--- config.mk ---
export PLATFORM = sky130hd
export DESIGN_NAME = mstk_ctrl
export DESIGN_NICKNAME = d
export VERILOG_FILES = /design/src/hdl/assert_macros.svh /design/src/hdl/mstk_pkg.sv /design/src/hdl/mstk_ctrl.sv
export SDC_FILE = /design/constraint.sdc
export NUM_CORES = 1
export LEC_CHECK = 0
export BUFFER_PORTS_ARGS = -buffer_cell sky130_fd_sc_hd__buf_2
export CAP_MARGIN = 30
export CORE_AREA = 5 5 42 44
export DETAILED_ROUTE_END_ITERATION = 12
export DIE_AREA = 0 0 47 49
export SETUP_SLACK_MARGIN = 0.1
export SYNTH_ARGS = -nofsm -noshare
export SYNTH_HDL_FRONTEND = slang
export SYNTH_SLANG_ARGS = --single-unit
--- constraint.sdc ---
create_clock -name clk -period 2.6 [get_ports clk]
set_input_delay 0.39 -clock clk [delete_from_list [all_inputs] [get_ports clk]]
set_output_delay 0.39 -clock clk [all_outputs]
set_load 0.05 [all_outputs]
--- src/hdl/assert_macros.svh ---
// Assertion helpers for the RTL; the top-level file includes them.
`ifndef ASSERT_MACROS_SVH
`define ASSERT_MACROS_SVH
`ifndef SYNTHESIS
`define CHK_SAME(label, clk, rst_n, ante, cons) \
  label: assert property (@(posedge clk) disable iff (!rst_n) (ante) |-> (cons)) \
    else $error("check failed");
`define CHK_NEXT(label, clk, rst_n, ante, cons) \
  label: assert property (@(posedge clk) disable iff (!rst_n) (ante) |=> (cons)) \
    else $error("check failed");
`else
`define CHK_SAME(label, clk, rst_n, ante, cons)
`define CHK_NEXT(label, clk, rst_n, ante, cons)
`endif
`endif

--- src/hdl/mstk_pkg.sv ---
`default_nettype none
package mstk_pkg;
  localparam int MAX_EDGES  = 256;
  localparam int EIDX_W     = $clog2(MAX_EDGES);
  localparam int ECNT_W     = EIDX_W + 1;
  localparam int VMAX       = 64;
  localparam int VTX_W      = 6;
  localparam int VCNT_W     = 7;
  localparam int COST_W     = 16;
  localparam int TOT_W      = 22;
  localparam int RANK_W     = 3;
  localparam int CHOSEN_W   = 6;
  localparam int EDGE_W     = 2 * VTX_W + COST_W;
  localparam int FENT_W     = RANK_W + VTX_W;
  localparam logic [CHOSEN_W-1:0] CHOSEN_MAX = CHOSEN_W'(63);
  localparam logic [VCNT_W-1:0]   VCNT_RESET = VCNT_W'(64);

  typedef struct packed {
    logic store_edge;
    logic pass_init;
    logic scan_step;
    logic fetch_sel;
    logic take_sel;
    logic walk_step;
    logic root_a;
    logic root_b;
    logic join_link;
    logic join_rank;
    logic emit;
    logic summary;
  } cmd_t;

  typedef struct packed {
    logic pass_done;
    logic scan_end;
    logic is_root;
    logic same_root;
    logic tie;
    logic out_free;
  } sts_t;
endpackage
`default_nettype wire

--- src/hdl/mstk_ctrl.sv ---
`default_nettype none
module mstk_ctrl (
  input  wire logic         clk,
  input  wire logic         rst_n,
  input  wire logic         in_valid,
  input  wire logic         in_final_edge,
  input  wire mstk_pkg::sts_t sts,
  output logic              in_stall,
  output mstk_pkg::cmd_t    cmd
);
  localparam logic [3:0] S_IDLE     = 4'd0;
  localparam logic [3:0] S_PASS     = 4'd1;
  localparam logic [3:0] S_SCAN     = 4'd2;
  localparam logic [3:0] S_SCAN_END = 4'd3;
  localparam logic [3:0] S_FETCH_RD = 4'd4;
  localparam logic [3:0] S_FETCH    = 4'd5;
  localparam logic [3:0] S_FA_RD    = 4'd6;
  localparam logic [3:0] S_FA_CHK   = 4'd7;
  localparam logic [3:0] S_FB_RD    = 4'd8;
  localparam logic [3:0] S_FB_CHK   = 4'd9;
  localparam logic [3:0] S_JOIN     = 4'd10;
  localparam logic [3:0] S_JOIN2    = 4'd11;
  localparam logic [3:0] S_EMIT     = 4'd12;
  localparam logic [3:0] S_SUMMARY  = 4'd13;

  logic [3:0] state_r, state_nxt;

  assign in_stall = (state_r != S_IDLE);

  always_comb begin
    state_nxt = state_r;
    cmd = '0;
    unique case (state_r)
      S_IDLE: begin
        if (in_valid) begin
          cmd.store_edge = 1'b1;
          if (in_final_edge) state_nxt = S_PASS;
        end
      end
      S_PASS: begin
        if (sts.pass_done) begin
          state_nxt = S_SUMMARY;
        end else begin
          cmd.pass_init = 1'b1;
          state_nxt = S_SCAN;
        end
      end
      S_SCAN: begin
        if (sts.scan_end) state_nxt = S_SCAN_END;
        else cmd.scan_step = 1'b1;
      end
      S_SCAN_END: state_nxt = S_FETCH_RD;
      S_FETCH_RD: begin
        cmd.fetch_sel = 1'b1;
        state_nxt = S_FETCH;
      end
      S_FETCH: begin
        cmd.take_sel = 1'b1;
        state_nxt = S_FA_RD;
      end
      S_FA_RD: state_nxt = S_FA_CHK;
      S_FA_CHK: begin
        if (sts.is_root) cmd.root_a = 1'b1;
        else cmd.walk_step = 1'b1;
        state_nxt = sts.is_root ? S_FB_RD : S_FA_RD;
      end
      S_FB_RD: state_nxt = S_FB_CHK;
      S_FB_CHK: begin
        if (sts.is_root) cmd.root_b = 1'b1;
        else cmd.walk_step = 1'b1;
        state_nxt = sts.is_root ? S_JOIN : S_FB_RD;
      end
      S_JOIN: begin
        if (sts.same_root) begin
          state_nxt = S_PASS;
        end else begin
          cmd.join_link = 1'b1;
          state_nxt = sts.tie ? S_JOIN2 : S_EMIT;
        end
      end
      S_JOIN2: begin
        cmd.join_rank = 1'b1;
        state_nxt = S_EMIT;
      end
      S_EMIT: begin
        if (sts.out_free) begin
          cmd.emit = 1'b1;
          state_nxt = S_PASS;
        end
      end
      S_SUMMARY: begin
        if (sts.out_free) begin
          cmd.summary = 1'b1;
          state_nxt = S_IDLE;
        end
      end
      default: state_nxt = S_IDLE;
    endcase
  end

  always_ff @(posedge clk) begin
    if (!rst_n) state_r <= S_IDLE;
    else state_r <= state_nxt;
  end
endmodule
`default_nettype wire

==> run_results.csv <==
group,metric,value,unit
hold_path,hold_class,"in -> reg",
final_layout,largest_reg_flops,4,
worst_setup_path,reg2reg_slack,1140,ps
placement,io_buffers,22,
final_layout,final_util,0.425,
detailed_routing,drt_iter0_drc,9,
detailed_routing,wl_per_cell,12.4,um
die,die_y,49,um
detailed_routing,via_count,546,
timing,period_share,0.781,
final_layout,final_cells,102,
detailed_routing,viasPerCell,5.35,
placement,dpl_cell_area,573,um2
final_layout,area_growth_syn_to_layout,28.0,%
timing,rsz0062_at_grt,"false",
logic_synthesis,synth_edf_count,0,
clocking,clk-insertion-delay-late,230,ps
final_layout,regMostFlops,"state_r",
worst_setup_path,r2r_end,"state_r[3]",
die,dieArea,2300,um2
detailed_routing,drc,0,
die,coreArea,1400,um2
timing,drv_slew,0,
clocking,hold_buffers,0,
timing,setup_violations,0,
logic_synthesis,ys.flop_type,"dfxtp_1",
die,initial_core_util,0.332,
global_routing,antenna_found_initial,0,
clocking,cts.sinks,4,
worst_setup_path,worst_setup_path_start_kind,"register",
timing,relSlewSlack,0.626,
power_and_ir_drop,p_switching,407,uW
logic_synthesis,ys_types,33,
detailed_routing,dr.pass1.iters,4,
logic_synthesis,ys_seq_area_frac,0.172,
final_layout,final_cell_area,596,um2
power_and_ir_drop,internal_power,277,uW
logic_synthesis,yosysWarningCount,0,
power_and_ir_drop,max-vdd-ir-drop,0.545,mV
worst_setup_path,cp.required,2210,ps
status,status,"finished, final reports clean",
timing,worst_pin_slew,561,ps
placement,place_inst,99,
final_layout,diodes,0,
die,fp-row-count,14,
timing,hold_viol_final,0,
final_layout,reg_top3,"state_r (4)",
logic_synthesis,synthesis.area,465,um2
logic_synthesis,synth_top_cell_by_area,"dfxtp_1",
logic_synthesis,async_flop_share,0,
logic_synthesis,netlist_instances,65,
logic_synthesis,synth_area_leaders,"dfxtp_1, a21oi_1, nor2_1",
clocking,cts_tree,"done",
final_layout,final_nets,98,
global_routing,overflow,0,
logic_synthesis,avgSynthCellArea,7.16,um2
global_routing,grt_pass1_vias,521,
timing,fmax,492,MHz
job,drv_cap,0,
clocking,post_cts_buffers,0,
hold_path,hold_end,"state_r[2]",
worst_setup_path,rr_startpoint,"state_r[2]",
global_routing,track_usage,0.123,
final_layout,drive_gt1_frac,0.419,
power_and_ir_drop,clock_power_share,0.106,
hold_path,min_from,"rst_n",
clocking,cts_resized,0,
power_and_ir_drop,seq_power_share,0.273,
worst_setup_path,reg2reg_depth,4,
die,num_io_pins,23,
worst_setup_path,worstSetupPathType,"reg -> out",
logic_synthesis,yosysMostFrequentCell,"nor2_1",
power_and_ir_drop,combPwrFrac,0.621,
global_routing,grt_pass1_wl,2.13,mm
clocking,clk_pin_slew,30,ps
clocking,htree_levels,1,
clocking,cts_max_path_buffers,2,
detailed_routing,ant_nets,0,
worst_setup_path,crit_fanout,17,
clocking,cts_inserted_buffers,3,
worst_setup_path,end_kind,"output port",
worst_setup_path,arrival,1640,ps
logic_synthesis,syn_nets,75,
timing,fin_crit,2030,ps
logic_synthesis,synth_common_cells,"nor2_1, a21oi_1, and3_1, dfxtp_1",
placement,globalplace.congestion,0.759,
power_and_ir_drop,power-per-cell-area,1150,nW/um2
die,die_w,47,um
timing,tns,0,ps
global_routing,grt_max_degree,18,
detailed_routing,routed_wl,1.26,mm
logic_synthesis,yosysTopAreaCellShare,0.172,
power_and_ir_drop,swShare,0.596,
clocking,root_buffer,"clkbuf_4",
hold_path,hold_depth,2,
power_and_ir_drop,leakage,0.000268,uW
logic_synthesis,yosys_register_bits,4,
placement,dp_hpwl,977,um
timing,fin_worst_skew,0.103,ps
placed cells by master (no fill, tap or decap), types with 3 or more instances in the layout:
cell type  instances
a21oi_1            6
and3_1             4
buf_2             22
clkbuf_4           3
dfxtp_1            4
nand2_1            3
nand2b_1           3
nand3_1            3
nor2_1             7
nor3_1             3
power by group through the flow:
stage / registers [uW] / logic (uW) / clock network [uW]
after global placement: 183 / 428 / 0
after global routing: 198 / 465 / 84.9
final: 186 / 425 / 72.6
after CTS: 185 / 431 / 76.5
after floorplan: 114 / 424 / 0
after detailed placement: 186 / 429 / 0
through the flow:
| stage | setup slack [ps] | hold slack, ps | total power (uW) |
|---|---|---|---|
| global route | 413 | 428 | 748 |
| floorplan | 484 | 518 | 538 |
| global placement | 856 | 678 | 611 |
| finish | 569 | 439 | 684 |
| detailed placement | 820 | 677 | 615 |
| CTS | 568 | 433 | 693 |
worst max path at each step:
stage	startpoint	cells after the start	endpoint	slack [ps]
4_1_cts	state_r[1]	3	cmd[9]	570
5_1_grt	state_r[1]	4	cmd[6]	410
3_5_place_dp	state_r[1]	3	cmd[9]	820
2_1_floorplan	state_r[2]	3	cmd[1]	480
6_report	state_r[1]	3	cmd[9]	570
3_3_place_gp	state_r[1]	3	cmd[9]	860
layer usage:
layer  up-vias  track usage  share of wire
li1        283            -              -
met1       240        0.166           0.48
met2        23        0.170           0.43
met3         0       0.0369          0.092
met4         0       0.0645              0
met5         -            0              0
area by class of cell:
type,count,area [um2]
Fill cell,166,806
Multi-Input combinational cell,54,352
Timing Repair Buffer,22,110
Sequential cell,4,80.1
Clock buffer,3,22.5
Tap cell,16,20.0
Inverter,3,11.3
critical path: stages, from the launching register on:
cell	delay, ps
dfxtp_1	660
nand2b_1	180
nor4_2	240
buf_2	330
logic make-up after synthesis:
| group | after synthesis | share of synthesized area |
|---|---|---|
| AOI/OAI and AO/OA | 18 | 0.282 |
| and+or+nand+nor | 36 | 0.460 |
| buffers and inverters | 7 | 0.0860 |
| DFF | 4 | 0.172 |
Note: power is estimated with default switching activity, not from simulation.
